**src/hw/rtl/fta_pkg.sv**
```systemverilog
// ----------------------------------------------------------------------------
// fta_pkg: shared definitions for the fair ticket admission queue
// Command and status codes, port field widths and the control/status
// structs that join the sequencer to the datapath.
// ----------------------------------------------------------------------------
package fta_pkg;

  localparam int ENTRIES_DEF     = 16;
  localparam int TICKET_BITS_DEF = 32;

  localparam int TICKET_W    = 32;
  localparam int COUNT_W     = 5;
  localparam int CMD_W       = 3;
  localparam int STATUS_W    = 2;
  localparam int IN_TDATA_W  = 32;
  localparam int IN_TUSER_W  = 3;
  localparam int OUT_TDATA_W = 48;
  localparam int OUT_TUSER_W = 2;
  localparam int CFG_ADDR_W  = 4;
  localparam int CFG_DATA_W  = 5;

  localparam logic [CMD_W-1:0] CMD_ADMIT  = 3'd0;
  localparam logic [CMD_W-1:0] CMD_START  = 3'd1;
  localparam logic [CMD_W-1:0] CMD_CANCEL = 3'd2;
  localparam logic [CMD_W-1:0] CMD_FINISH = 3'd3;
  localparam logic [CMD_W-1:0] CMD_CLEAR  = 3'd4;

  localparam logic [STATUS_W-1:0] ST_OK      = 2'd0;
  localparam logic [STATUS_W-1:0] ST_QUEUED  = 2'd1;
  localparam logic [STATUS_W-1:0] ST_REFUSED = 2'd2;

  localparam logic [CFG_ADDR_W-1:0] CFG_RUN_LIMIT = 4'd0;
  localparam logic [CFG_ADDR_W-1:0] CFG_ADM_LIMIT = 4'd1;

  localparam logic [CFG_DATA_W-1:0] RUN_LIMIT_RST = 5'd1;
  localparam logic [CFG_DATA_W-1:0] ADM_LIMIT_RST = 5'd16;

  typedef struct packed {
    logic                accept;
    logic                clear_all;
    logic                next_cand;
    logic                scan_start;
    logic                append;
    logic                run_set;
    logic                run_clr;
    logic                shift_start;
    logic                wait_dec;
    logic                status_en;
    logic [STATUS_W-1:0] status;
    logic                load_out;
  } fta_cmd_t;

  typedef struct packed {
    logic [CMD_W-1:0] op;
    logic             adm_full;
    logic             scan_done;
    logic             w_hit;
    logic             w_head;
    logic             r_hit;
    logic             start_room;
    logic             key_zero;
    logic             tries_done;
    logic             shift_done;
    logic             out_free;
  } fta_stat_t;

endpackage

```
**src/hw/rtl/fta_ctrl.sv**
```systemverilog
// ----------------------------------------------------------------------------
// fta_ctrl: command sequencer
// Accepts one item at a time and steps the datapath through scan, update,
// shift and result phases.
// ----------------------------------------------------------------------------
module fta_ctrl (
  input  logic               clk,
  input  logic               rst_n,
  input  logic               in_tvalid,
  output logic               in_tready,
  input  fta_pkg::fta_stat_t stat,
  output fta_pkg::fta_cmd_t  cmd
);

  typedef enum logic [6:0] {
    S_IDLE  = 7'b0000001,
    S_DISP  = 7'b0000010,
    S_CAND  = 7'b0000100,
    S_SCAN  = 7'b0001000,
    S_EVAL  = 7'b0010000,
    S_SHIFT = 7'b0100000,
    S_RESP  = 7'b1000000
  } state_t;

  state_t state_r, state_nxt;

  assign in_tready = (state_r == S_IDLE);

  always_ff @(posedge clk) begin
    if (!rst_n) begin
      state_r <= S_IDLE;
    end else begin
      state_r <= state_nxt;
    end
  end

  always_comb begin
    state_nxt = state_r;
    cmd       = '0;
    case (state_r)
      S_IDLE: begin
        if (in_tvalid) begin
          cmd.accept = 1'b1;
          state_nxt  = S_DISP;
        end
      end
      S_DISP: begin
        case (stat.op)
          fta_pkg::CMD_ADMIT: begin
            if (stat.adm_full) begin
              cmd.status_en = 1'b1;
              cmd.status    = fta_pkg::ST_REFUSED;
              state_nxt     = S_RESP;
            end else begin
              state_nxt = S_CAND;
            end
          end
          fta_pkg::CMD_START, fta_pkg::CMD_CANCEL, fta_pkg::CMD_FINISH: begin
            cmd.scan_start = 1'b1;
            state_nxt      = S_SCAN;
          end
          fta_pkg::CMD_CLEAR: begin
            cmd.clear_all = 1'b1;
            cmd.status_en = 1'b1;
            cmd.status    = fta_pkg::ST_OK;
            state_nxt     = S_RESP;
          end
          default: begin
            cmd.status_en = 1'b1;
            cmd.status    = fta_pkg::ST_REFUSED;
            state_nxt     = S_RESP;
          end
        endcase
      end
      S_CAND: begin
        cmd.next_cand  = 1'b1;
        cmd.scan_start = 1'b1;
        state_nxt      = S_SCAN;
      end
      S_SCAN: begin
        if (stat.scan_done) begin
          state_nxt = S_EVAL;
        end
      end
      S_EVAL: begin
        cmd.status_en = 1'b1;
        cmd.status    = fta_pkg::ST_REFUSED;
        state_nxt     = S_RESP;
        case (stat.op)
          fta_pkg::CMD_ADMIT: begin
            if (!stat.w_hit && !stat.r_hit && !stat.key_zero) begin
              cmd.append = 1'b1;
              cmd.status = fta_pkg::ST_OK;
            end else if (!stat.tries_done) begin
              cmd.status_en = 1'b0;
              state_nxt     = S_CAND;
            end
          end
          fta_pkg::CMD_START: begin
            if (stat.start_room && stat.w_head) begin
              cmd.run_set     = 1'b1;
              cmd.shift_start = 1'b1;
              cmd.status      = fta_pkg::ST_OK;
              state_nxt       = S_SHIFT;
            end else if (stat.w_hit) begin
              cmd.status = fta_pkg::ST_QUEUED;
            end
          end
          fta_pkg::CMD_CANCEL: begin
            if (stat.w_hit) begin
              cmd.shift_start = 1'b1;
              cmd.status      = fta_pkg::ST_OK;
              state_nxt       = S_SHIFT;
            end else if (stat.r_hit) begin
              cmd.run_clr = 1'b1;
              cmd.status  = fta_pkg::ST_OK;
            end
          end
          fta_pkg::CMD_FINISH: begin
            if (stat.r_hit) begin
              cmd.run_clr = 1'b1;
              cmd.status  = fta_pkg::ST_OK;
            end
          end
          default: begin
            cmd.status = fta_pkg::ST_REFUSED;
          end
        endcase
      end
      S_SHIFT: begin
        if (stat.shift_done) begin
          cmd.wait_dec = 1'b1;
          state_nxt    = S_RESP;
        end
      end
      S_RESP: begin
        if (stat.out_free) begin
          cmd.load_out = 1'b1;
          state_nxt    = S_IDLE;
        end
      end
      default: begin
        state_nxt = S_IDLE;
      end
    endcase
  end

endmodule

```
**src/hw/rtl/fta_dp.sv**
```systemverilog
// ----------------------------------------------------------------------------
// fta_dp: ticket stores, scan engine and result register
// Waiting line and running tickets sit in memories; one registered read per
// cycle drives the search scan and the line compaction after a removal.
// ----------------------------------------------------------------------------
module fta_dp #(
  parameter int ENTRIES     = fta_pkg::ENTRIES_DEF,
  parameter int TICKET_BITS = fta_pkg::TICKET_BITS_DEF
) (
  input  logic                               clk,
  input  logic                               rst_n,
  input  fta_pkg::fta_cmd_t                  cmd,
  output fta_pkg::fta_stat_t                 stat,
  input  logic [fta_pkg::IN_TDATA_W-1:0]     in_tdata,
  input  logic [fta_pkg::IN_TUSER_W-1:0]     in_tuser,
  input  logic                               cfg_valid,
  input  logic [fta_pkg::CFG_ADDR_W-1:0]     cfg_addr,
  input  logic [fta_pkg::CFG_DATA_W-1:0]     cfg_data,
  input  logic                               out_tready,
  output logic                               out_tvalid,
  output logic [fta_pkg::OUT_TDATA_W-1:0]    out_tdata,
  output logic [fta_pkg::OUT_TUSER_W-1:0]    out_tuser
);

  localparam int IW   = (ENTRIES > 1) ? $clog2(ENTRIES) : 1;
  localparam int CW   = $clog2(ENTRIES + 1);
  localparam int KW   = $clog2(ENTRIES + 2);
  localparam int LW   = (CW > fta_pkg::COUNT_W) ? CW : fta_pkg::COUNT_W;
  localparam int TB   = TICKET_BITS;
  localparam int PADW = fta_pkg::OUT_TDATA_W - 2 * fta_pkg::COUNT_W - fta_pkg::TICKET_W;
  localparam logic [IW-1:0] LAST = IW'(ENTRIES - 1);

  logic [TB-1:0] wmem [ENTRIES];
  logic [TB-1:0] rmem [ENTRIES];
  logic [TB-1:0] wdata_r, rdata_r;

  logic [fta_pkg::CFG_DATA_W-1:0] rl_r, al_r;
  logic [fta_pkg::CMD_W-1:0]      op_r;
  logic [TB-1:0]                  key_r, next_r, issued_r;
  logic [KW-1:0]                  k_r;
  logic [CW-1:0]                  wc_r, rcnt_r;
  logic [ENTRIES-1:0]             rvalid_r;
  logic                           sc_run_r, rd_v_r;
  logic [IW-1:0]                  sc_addr_r, rd_idx_r;
  logic                           w_hit_r, r_hit_r, f_hit_r;
  logic [IW-1:0]                  w_pos_r, r_pos_r, f_pos_r;
  logic                           sh_on_r, sh_wv_r;
  logic [CW-1:0]                  sh_rd_r;
  logic [IW-1:0]                  sh_wa_r;
  logic [fta_pkg::STATUS_W-1:0]   res_status_r;
  logic                           out_valid_r;
  logic [fta_pkg::STATUS_W-1:0]   out_status_r;
  logic [fta_pkg::TICKET_W-1:0]   out_ticket_r;
  logic [fta_pkg::COUNT_W-1:0]    out_running_r, out_queued_r;

  logic [IW-1:0] rd_addr;
  logic [TB-1:0] next_p1, next_inc;
  logic [LW-1:0] rl_w, al_w, er_w, ea_w;
  logic [CW-1:0] eff_run, eff_adm;

  assign rl_w = LW'(rl_r);
  assign al_w = LW'(al_r);

  always_comb begin
    er_w = (rl_w == '0) ? LW'(1) : rl_w;
    if (er_w > LW'(ENTRIES)) begin
      er_w = LW'(ENTRIES);
    end
    ea_w = (al_w > er_w) ? al_w : er_w;
    if (ea_w > LW'(ENTRIES)) begin
      ea_w = LW'(ENTRIES);
    end
  end

  assign eff_run  = CW'(er_w);
  assign eff_adm  = CW'(ea_w);
  assign next_p1  = next_r + 1'b1;
  assign next_inc = (next_p1 == '0) ? TB'(1) : next_p1;
  assign rd_addr  = sc_run_r ? sc_addr_r : sh_rd_r[IW-1:0];

  assign stat.op         = op_r;
  assign stat.adm_full   = (({1'b0, wc_r} + {1'b0, rcnt_r}) >= {1'b0, eff_adm}) ||
                           (wc_r == CW'(ENTRIES));
  assign stat.scan_done  = rd_v_r && (rd_idx_r == LAST);
  assign stat.w_hit      = w_hit_r;
  assign stat.w_head     = w_hit_r && (w_pos_r == '0);
  assign stat.r_hit      = r_hit_r;
  assign stat.start_room = (rcnt_r < eff_run) && (wc_r != '0);
  assign stat.key_zero   = (key_r == '0);
  assign stat.tries_done = (k_r > KW'(eff_adm));
  assign stat.shift_done = !sh_on_r && !sh_wv_r;
  assign stat.out_free   = !out_valid_r || out_tready;

  always_ff @(posedge clk) begin
    if (cmd.append) begin
      wmem[wc_r[IW-1:0]] <= key_r;
    end else if (sh_wv_r) begin
      wmem[sh_wa_r] <= wdata_r;
    end
    if (cmd.run_set) begin
      rmem[f_pos_r] <= key_r;
    end
    wdata_r <= wmem[rd_addr];
    rdata_r <= rmem[rd_addr];
  end

  always_ff @(posedge clk) begin
    if (cmd.accept) begin
      op_r     <= in_tuser;
      issued_r <= '0;
    end
    if (cmd.accept) begin
      key_r <= TB'(in_tdata);
    end else if (cmd.next_cand) begin
      key_r <= next_r;
    end
    if (cmd.append) begin
      issued_r <= key_r;
    end
    if (cmd.status_en) begin
      res_status_r <= cmd.status;
    end
    rd_idx_r <= sc_addr_r;
    if (rd_v_r) begin
      if (!w_hit_r && (CW'(rd_idx_r) < wc_r) && (wdata_r == key_r)) begin
        w_pos_r <= rd_idx_r;
      end
      if (!r_hit_r && rvalid_r[rd_idx_r] && (rdata_r == key_r)) begin
        r_pos_r <= rd_idx_r;
      end
      if (!f_hit_r && !rvalid_r[rd_idx_r]) begin
        f_pos_r <= rd_idx_r;
      end
    end
    if (cmd.load_out) begin
      out_status_r  <= res_status_r;
      out_ticket_r  <= fta_pkg::TICKET_W'(issued_r);
      out_running_r <= fta_pkg::COUNT_W'(rcnt_r);
      out_queued_r  <= fta_pkg::COUNT_W'(wc_r);
    end
  end

  always_ff @(posedge clk) begin
    if (!rst_n) begin
      rl_r        <= fta_pkg::RUN_LIMIT_RST;
      al_r        <= fta_pkg::ADM_LIMIT_RST;
      next_r      <= TB'(1);
      k_r         <= '0;
      wc_r        <= '0;
      rcnt_r      <= '0;
      rvalid_r    <= '0;
      sc_run_r    <= 1'b0;
      sc_addr_r   <= '0;
      rd_v_r      <= 1'b0;
      w_hit_r     <= 1'b0;
      r_hit_r     <= 1'b0;
      f_hit_r     <= 1'b0;
      sh_on_r     <= 1'b0;
      sh_wv_r     <= 1'b0;
      sh_rd_r     <= '0;
      sh_wa_r     <= '0;
      out_valid_r <= 1'b0;
    end else begin
      if (cfg_valid) begin
        case (cfg_addr)
          fta_pkg::CFG_RUN_LIMIT: rl_r <= cfg_data;
          fta_pkg::CFG_ADM_LIMIT: al_r <= cfg_data;
          default: ;
        endcase
      end

      if (cmd.accept) begin
        k_r <= '0;
      end else if (cmd.next_cand) begin
        k_r    <= k_r + 1'b1;
        next_r <= next_inc;
      end

      if (cmd.scan_start) begin
        sc_run_r  <= 1'b1;
        sc_addr_r <= '0;
        w_hit_r   <= 1'b0;
        r_hit_r   <= 1'b0;
        f_hit_r   <= 1'b0;
      end else if (sc_run_r) begin
        if (sc_addr_r == LAST) begin
          sc_run_r <= 1'b0;
        end else begin
          sc_addr_r <= sc_addr_r + 1'b1;
        end
      end
      rd_v_r <= sc_run_r;

      if (rd_v_r) begin
        if (!w_hit_r && (CW'(rd_idx_r) < wc_r) && (wdata_r == key_r)) begin
          w_hit_r <= 1'b1;
        end
        if (!r_hit_r && rvalid_r[rd_idx_r] && (rdata_r == key_r)) begin
          r_hit_r <= 1'b1;
        end
        if (!f_hit_r && !rvalid_r[rd_idx_r]) begin
          f_hit_r <= 1'b1;
        end
      end

      if (cmd.shift_start) begin
        sh_on_r <= 1'b1;
        sh_wv_r <= 1'b0;
        sh_rd_r <= CW'(w_pos_r) + 1'b1;
      end else if (sh_on_r) begin
        if (sh_rd_r < wc_r) begin
          sh_wv_r <= 1'b1;
          sh_wa_r <= IW'(sh_rd_r - 1'b1);
          sh_rd_r <= sh_rd_r + 1'b1;
        end else begin
          sh_on_r <= 1'b0;
          sh_wv_r <= 1'b0;
        end
      end else begin
        sh_wv_r <= 1'b0;
      end

      if (cmd.append) begin
        wc_r <= wc_r + 1'b1;
      end else if (cmd.wait_dec) begin
        wc_r <= wc_r - 1'b1;
      end

      if (cmd.run_set) begin
        rvalid_r[f_pos_r] <= 1'b1;
        rcnt_r            <= rcnt_r + 1'b1;
      end else if (cmd.run_clr) begin
        rvalid_r[r_pos_r] <= 1'b0;
        rcnt_r            <= rcnt_r - 1'b1;
      end

      if (cmd.clear_all) begin
        wc_r     <= '0;
        rcnt_r   <= '0;
        rvalid_r <= '0;
        next_r   <= TB'(1);
      end

      if (cmd.load_out) begin
        out_valid_r <= 1'b1;
      end else if (out_tready) begin
        out_valid_r <= 1'b0;
      end
    end
  end

  assign out_tvalid = out_valid_r;
  assign out_tuser  = out_status_r;
  assign out_tdata  = {{PADW{1'b0}}, out_queued_r, out_running_r, out_ticket_r};

endmodule

```
**src/hw/rtl/fair_ticket_admission_queue.sv**
```systemverilog
// ----------------------------------------------------------------------------
// fair_ticket_admission_queue: FIFO-fair ticketed admission controller
// Issues tickets into a waiting line and admits the line head to run.
// ----------------------------------------------------------------------------
// Usage:
//   in_*  : one command item per handshake; in_tuser carries the command,
//           in_tdata the ticket named by start, cancel or finish.
//   out_* : one result item per command; out_tuser carries the status,
//           out_tdata the issued ticket and both counts after the command.
//   cfg_* : limit register writes, always ready; write only while idle.
// Sequencing: one command at a time; the next is accepted once the result
//   is loaded into the output register. Clear, admits refused as full and
//   unused codes go straight to the result. Start, cancel and finish run one
//   scan of both stores; a removal from the waiting line then moves each
//   waiting entry behind it up one place. An admit runs one scan for each
//   ticket number it tries, up to admission limit plus one tries.
//   The scan rate is set by the single registered read port of each store.
// Reset: both stores empty, next ticket 1, limits 1 and 16; no sweep needed.
// Stall: a result waits in the output register while out_tready is low;
//   the next command is still taken and held until the register frees.
// ----------------------------------------------------------------------------
module fair_ticket_admission_queue #(
  parameter int ENTRIES     = fta_pkg::ENTRIES_DEF,
  parameter int TICKET_BITS = fta_pkg::TICKET_BITS_DEF
) (
  input  logic                            clk,
  input  logic                            rst_n,
  input  logic                            in_tvalid,
  output logic                            in_tready,
  input  logic [fta_pkg::IN_TDATA_W-1:0]  in_tdata,   // [31:0] ticket_in
  input  logic [fta_pkg::IN_TUSER_W-1:0]  in_tuser,   // [2:0] cmd
  output logic                            out_tvalid,
  input  logic                            out_tready,
  // [31:0] ticket_out, [36:32] running_count, [41:37] queued_count, [47:42] zero
  output logic [fta_pkg::OUT_TDATA_W-1:0] out_tdata,
  output logic [fta_pkg::OUT_TUSER_W-1:0] out_tuser,  // [1:0] status
  input  logic                            cfg_valid,
  output logic                            cfg_ready,
  input  logic [fta_pkg::CFG_ADDR_W-1:0]  cfg_addr,
  input  logic [fta_pkg::CFG_DATA_W-1:0]  cfg_data
);

  fta_pkg::fta_cmd_t  cmd;
  fta_pkg::fta_stat_t stat;

  assign cfg_ready = 1'b1;

  fta_ctrl u_ctrl (
    .clk       (clk),
    .rst_n     (rst_n),
    .in_tvalid (in_tvalid),
    .in_tready (in_tready),
    .stat      (stat),
    .cmd       (cmd)
  );

  fta_dp #(
    .ENTRIES     (ENTRIES),
    .TICKET_BITS (TICKET_BITS)
  ) u_dp (
    .clk        (clk),
    .rst_n      (rst_n),
    .cmd        (cmd),
    .stat       (stat),
    .in_tdata   (in_tdata),
    .in_tuser   (in_tuser),
    .cfg_valid  (cfg_valid),
    .cfg_addr   (cfg_addr),
    .cfg_data   (cfg_data),
    .out_tready (out_tready),
    .out_tvalid (out_tvalid),
    .out_tdata  (out_tdata),
    .out_tuser  (out_tuser)
  );

endmodule

```
**config.mk**
```make
export PLATFORM = sky130hd
export DESIGN_NAME = fair_ticket_admission_queue
export DESIGN_NICKNAME = d
export VERILOG_FILES = /design/src/hw/rtl/fta_pkg.sv /design/src/hw/rtl/fta_ctrl.sv /design/src/hw/rtl/fta_dp.sv /design/src/hw/rtl/fair_ticket_admission_queue.sv
export SDC_FILE = /design/constraint.sdc
export NUM_CORES = 2
export LEC_CHECK = 0
export ABC_CLOCK_PERIOD_IN_PS = 12650
export BUFFER_PORTS_ARGS = -buffer_cell sky130_fd_sc_hd__buf_2
export CAP_MARGIN = 20
export CORE_UTILIZATION = 30
export DETAILED_ROUTE_END_ITERATION = 8
export SETUP_SLACK_MARGIN = 0.02
export SYNTH_ARGS = -nofsm -noshare
export SYNTH_HDL_FRONTEND = slang
export SYNTH_SLANG_ARGS = --single-unit
```
**constraint.sdc**
```tcl
create_clock -name clk -period 12.65 [get_ports clk]
set_input_delay 0.6325 -clock clk [delete_from_list [all_inputs] [get_ports clk]]
set_output_delay 0.6325 -clock clk [all_outputs]
set_load 0.02 [all_outputs]
```
# Word level (Yosys, flattened, before mapping)
# Memories as Yosys holds them, arrays and structs flattened. A register that Yosys moved wholly into a read port is not among the register bits.
# Index checks and enable logic that the tools add are counted.
# W data, S select, Z words.
[classes]
addsub = 11
order_cmp = 13
eq_ne = 21
mux = 97
bitwise = 7
reduce_logical = 54
[op_table]
columns = ["cell", "n"]
rows = [
  ["$mux W32", 6],
  ["$eq A32 B32 Y1", 2],
  ["$logic_not A32 Y1", 2],
  ["$mux W7", 9],
  ["$mux W5", 11],
  ["$pmux W7 S7", 1],
  ["$mux W1", 48],
  ["$add A32 B1 Y32 const B", 1],
  ["$mux W16", 2],
  ["$reduce_or A32 Y1", 1],
  ["$pmux W7 S3", 1],
  ["$add A5 B1 Y5 const B", 4],
  ["$and A16 B16 Y16", 1],
  ["$not A16 Y16", 1],
  ["$or A16 B16 Y16", 1],
  ["$reduce_and A2 Y1", 8],
  ["$lt A4 B5 Y1 const B", 3],
  ["$logic_and A1 B1 Y1", 14],
  ["$pmux W7 S2", 1],
  ["$reduce_bool A2 Y1", 7],
  ["$mux W4", 3],
  ["$gt A5 B5 Y1", 2],
  ["$gt A5 B5 Y1 const B", 2],
  ["$lt A5 B5 Y1", 2],
  ["other kinds (41)", 70],
]
[word_totals]
register_bits = 230
mem_bits_rw = 1024
in_bits = 49
output_inout_bits = 53
elab_cells = 236
memories = 2
[mem_list]
columns = ["memory", "words", "word_bits", "read_ports", "rd_ports_with_merged_regs", "write_ports", "line_no", "source"]
rows = [
  ["u_dp.rmem", 16, 32, 1, 1, 1, "fta_dp.sv:34", "logic [TB-1:0] rmem [ENTRIES];"],
  ["u_dp.wmem", 16, 32, 1, 1, 1, "fta_dp.sv:33", "logic [TB-1:0] wmem [ENTRIES];"],
]

# Logic depth before layout (Yosys ltp)
[depth]
depth_word = 14
depth_mapped = 19

# Hierarchy
# From an unflattened synthesis, not the netlist that was laid out.
[unflattened]
hier_cells = 2941
hier_area_um2 = 52435.3
[by_module_without_submodules]
columns = ["module", "n_inst", "cells_each", "area_per_inst_um2", "seq_area_each_um2"]
rows = [
  ["fta_dp", 1, 2850, 51734.6, 37746.2],
  ["fta_ctrl", 1, 89, 689.4, 140.1],
  ["fair_ticket_admission_queue", 1, 2, 11.3, 0.0],
]

# Worst setup path before layout
# OpenSTA, ideal clock, no wires.
[synth_timing]
kind = "register to register"
startpoint = "register u_dp.rl_r[4] in the netlist's numbering"
endpoint = "register u_dp.rvalid_r[0]"
setup_ns = 0.073
arrival_time_ns = 5.874
t_required_ns = 12.577
setup_slack_ns = 6.703
stages_incl_launch_ff = 10
path_cell_list = "dfxtp_1 -> inv_1 -> nand2_1 -> ha_1 -> a21oi_1 -> o2111ai_1 -> a2111oi_4 -> nand2_2 -> nor4b_1 -> o221a_2"
[synth_between]
elab_chain_len = 11
elab_cells_between_ends = 12
[synth_lines]
columns = ["element", "line_no", "source"]
rows = [
  ["from (decl)", "fta_dp.sv:37", "logic [fta_pkg::CFG_DATA_W-1:0] rl_r, al_r;"],
  ["from (signal assigned)", "fta_dp.sv:145", "rl_r <= fta_pkg::RUN_LIMIT_RST;"],
  ["from (signal assigned)", "fta_dp.sv:166", "fta_pkg::CFG_RUN_LIMIT: rl_r <= cfg_data;"],
  ["$logic_not A5 Y1", "fta_dp.sv:65", "er_w = (rl_w == '0) ? LW'(1) : rl_w;"],
  ["$mux W5 (*)", "fta_dp.sv:65", ""],
  ["$gt A5 B5 Y1", "fta_dp.sv:66", "if (er_w > LW'(ENTRIES)) begin"],
  ["$mux W5 (*)", "fta_dp.sv:66", ""],
  ["$lt A5 B5 Y1 (*)", "fta_dp.sv:88", "assign stat.start_room = (rcnt_r < eff_run) && (wc_r != '0);"],
  ["$logic_and A1 B1 Y1 (*)", "fta_dp.sv:88", ""],
  ["$logic_and A1 B1 Y1 (*)", "fta_ctrl.sv:100", "if (stat.start_room && stat.w_head) begin"],
  ["$mux W1 (*)", "fta_ctrl.sv:100", ""],
  ["$mux W1 (*)", "fta_ctrl.sv:89", "case (stat.op)"],
  ["$mux W4 (*)", "fta_ctrl.sv:40", "case (state_r)"],
  ["$mux W16 / $reduce_bool A2 Y1 (equally long branches)", "-", ""],
  ["to (signal, indexed assignment)", "fta_dp.sv:230", "rvalid_r[f_pos_r] <= 1'b1;"],
  ["to (signal, indexed assignment)", "fta_dp.sv:233", "rvalid_r[r_pos_r] <= 1'b0;"],
  ["to (signal assigned)", "fta_dp.sv:240", "rvalid_r <= '0;"],
  ["to (decl)", "fta_dp.sv:42", "logic [ENTRIES-1:0] rvalid_r;"],
]
# Mark *: on every way between the ends. The rest lies on a longest branch, timed or not.
# A chain may end at the register's enable or synchronous reset.

==> impl_metrics.sql <==
INSERT INTO impl_metrics (metric_group, metric, value, unit) VALUES
('power', 'p_int', '0.00736', 'W'),
('yosys', 'syn-cell-area', '52300', 'um2'),
('grt', 'wire_length_of_the_first_global_routing_pass', '194000', 'um'),
('grt', 'antenna_found_initial', '4', ''),
('clock_network', 'numCtsBuffers', '134', ''),
('power', 'seq_power_share', '52.3', '%'),
('clock_network', 'cts-resized-gates', '0', ''),
('die', 'die_h', '420', 'um'),
('yosys', 'synth-seq-cells', '1318', ''),
('yosys', 'synth_top_cell_area_share', '66.0', '%'),
('routing', 'drc_errors', '0', ''),
('power', 'p_per_area', '155', 'nW/um2'),
('grt', 'pin_count_of_the_biggest_net_entering_global_routing', '146', ''),
('power', 'leakagePower', '20.0', 'nW'),
('yosys', 'yosys_warnings', '0', ''),
('yosys', 'synth_top_cells_by_area', 'edfxtp_1, mux4_2, dfxtp_1', ''),
('outcome', 'outcome', 'finished, final reports clean', ''),
('yosys', 'postSynthCellCount', '2962', ''),
('placed_design', 'port_buffers', '94', ''),
('clock_network', 'cts_post_setup_buffers_inserted', '0', ''),
('timing', 'layout_worst_path_cycle_share', '33.1', '%'),
('grt', 'grt.overflow.total', '0', ''),
('clock_network', 'clkSinkCount', '1318', ''),
('yosys', 'synth-async-reset-ratio', '0', '%'),
('yosys', 'synth.largest_area_cell', 'edfxtp_1', ''),
('critical_path', 'critPathKind', 'reg -> reg', ''),
('power', 'max-vdd-ir-drop', '0.149', 'mV'),
('routing', 'drtPass1Iterations', '5', ''),
('timing', 'finalSetupViolCount', '0', ''),
('die', 'die_width', '420', 'um'),
('placed_design', 'gp_congestion', '0.853', ''),
('timing', 'achievable-frequency', '0.239', 'GHz'),
('cells_and_area', 'multi_input_gate_area_in_the_final_layout', '13900', 'um2'),
('power', 'switching_power', '0.00203', 'W'),
('routing', 'wl_per_cell', '24.1', 'um'),
('power', 'power.share.clock', '42.9', '%'),
('job', 'maxCapViolations', '0', ''),
('timing', 'finalWorstPathRequiredPeriod', '4.19', 'ns'),
('die', 'fp.dieArea', '176000', 'um2'),
('cells_and_area', 'fillers', '16232', ''),
('timing', 'setup_ws_post_layout', '8.46', 'ns'),
('critical_path', 'cp.required', '13.13', 'ns'),
('timing', 'worst_pin_slew', '1.15', 'ns'),
('yosys', 'yosys_most_used_dff', 'edfxtp_1', ''),
('clock_network', 'clock_latency', '0.76', 'ns'),
('critical_path', 'critPathCaptureType', 'flip-flop', ''),
('die', 'pin_count', '102', ''),
('yosys', 'ys_types', '78', ''),
('timing', 'report.final.hold_viol_count', '0', ''),
('yosys', 'synth-edff-count', '1149', ''),
('cells_and_area', 'nets_finish', '3233', ''),
('yosys', 'synth_sequential_area_ratio', '72.4', '%'),
('clock_network', 'clock_tree_buffer_depth', '3', ''),
('routing', 'via_count_normalized_by_instance_count', '5.01', ''),
('routing', 'finalWirelength', '134000', 'um'),
('timing', 'worst_slew_margin_rel', '23.3', '%'),
('timing', 'pins_over_slew_limit', '0', ''),
('power', 'power.combinational.fraction', '4.7', '%'),
('grt', 'grt.total_usage', '15.2', '%'),
('placed_design', 'dp_hpwl', '76600', 'um'),
('yosys', 'yosysMostFrequentCell', 'edfxtp_1', ''),
('critical_path', 'critPathLaunchType', 'flip-flop', ''),
('routing', 'route.antenna.remaining_nets', '0', ''),
('hold_path', 'worstHoldPathType', 'in -> reg', ''),
('critical_path', 'arrival', '4.67', 'ns'),
('clock_network', 'cts_tree', 'built', ''),
('clock_network', 'clock_transition_time_at_the_flip_flop_clock_pins_of_the_worst_setup_and_hold_paths', '0.06', 'ns'),
('clock_network', 'ctsRootBufferMaster', 'clkbuf_16', ''),
('timing', 'tns', '0', 'ns'),
('timing', 'timing.clock.skew', '0.0220', 'ns'),
('cells_and_area', 'layout-drive-gt1-share', '23.4', '%');
[through the flow]
| step | utilization, % | std cells | power, W | hold WS, ns | area (um2) |
|---|---|---|---|---|---|
| 2_1_floorplan | - | 2967 | 0.00521 | 0.379 | 52300 |
| 3_3_place_gp | 32.5 | 5310 | 0.00544 | 0.403 | 56000 |
| 3_5_place_dp | 32.5 | 5313 | 0.00545 | 0.405 | 56000 |
| 4_1_cts | 35.1 | 5560 | 0.00945 | 0.0386 | 60500 |
| 5_1_grt | 35.1 | 5560 | 0.00964 | 0.0629 | 60500 |
| 6_report | 35.1 | 5562 | 0.00939 | 0.0949 | 60500 |
[worst max-delay path, stage by stage (launching register included)]
cell,delay (ns)
dfxtp_1,0.33
nor3_1,0.29
nor2_1,0.07
nor2_1,0.15
ha_1,0.17
inv_1,0.04
a21oi_1,0.14
nor2_1,0.06
a211oi_1,0.32
mux2i_1,0.54
nor2b_1,0.32
ha_1,0.27
nand2b_1,0.14
a21o_1,0.20
a211oi_1,0.23
o21ai_0,0.23
a21oi_1,0.24
o21ai_0,0.17
[cell usage in the layout, fill, tap and decap left out, drive strengths merged, types with 5 or more instances in the layout]
cell type	n
xnor2	63
nand2b	13
and2	103
nand4	28
a211oi	73
nor2	127
nor4	26
ha	42
or3	6
nor4b	5
xor2	63
a21o	13
nor3	29
clkbuf	171
nand3	35
o221a	17
mux2i	23
buf	189
mux4	261
nor2b	5
and3	10
edfxtp	1149
a31oi	77
nor3b	7
inv	34
conb	7
bufinv	15
o21ai	19
dfxtp	169
o31ai	6
and4	10
nand2	281
a21oi	35
clkinv	52
mux2	34
[power by group through the flow]
stage | clock (W) | sequential [W] | combinational [W]
finish | 0.00403 | 0.00491 | 0.000444
global route | 0.00425 | 0.00492 | 0.000471
global placement | 0 | 0.00501 | 0.000436
detailed placement | 0 | 0.00501 | 0.000444
floorplan | 0 | 0.00506 | 0.000153
CTS | 0.00410 | 0.00491 | 0.000444
[layer usage]
metal,vias to the layer above,wire [um],track usage [%]
met5,-,12,0
met4,2,3560,5.16
met3,189,9090,2.70
met2,945,63100,23.9
met1,14693,58500,21.1
li1,12064,-,-
[kinds of logic (layout without fill, tap and decap cells)]
group	after synthesis	count (layout)	synth area share [%]
AO/OA/AOI/OAI	270	270	3.67
XOR/XNOR	126	126	2.11
adder cells (fa/ha/maj)	45	45	1.12
buffers and inverters	182	465	1.66
flip-flops	1318	1318	72.4
multiplexers	318	318	12.4
other	2	9	0.0144
AND/OR/NAND/NOR	701	701	6.57
[flip-flops by register name, summed over array words and instances (netlist names), 7 cells and up]
signal	cells
u_ctrl.state_r	7
u_dp.issued_r	32
u_dp.key_r	32
u_dp.next_r	32
u_dp.out_ticket_r	32
u_dp.rdata_r	32
u_dp.rmem	512
u_dp.rvalid_r	16
u_dp.wdata_r	32
u_dp.wmem	512
[worst paths after layout]
kind                           from  cells past startpoint               endpoint
setup / recovery       u_dp.rl_r[1]                     17   u_dp.res_status_r[1]
hold / removal          in_tuser[1]                      1           u_dp.op_r[1]
setup reg to reg       u_dp.rl_r[1]                     17   u_dp.res_status_r[1]
hold reg to reg   u_dp.issued_r[29]                      0  u_dp.out_ticket_r[29]
[layout make-up]
cell class              instances  share of cell area [%]
diodes                          2                 0.00827
clock buffers                 171                    6.10
clock inverters                76                    1.33
inverters                      29                   0.180
multi-input cells            1467                    22.9
flip-flops and latches       1318                    62.6
well taps                    2310                    4.78
repair buffers                189                    2.01
Power figures use the tool's default switching activity.
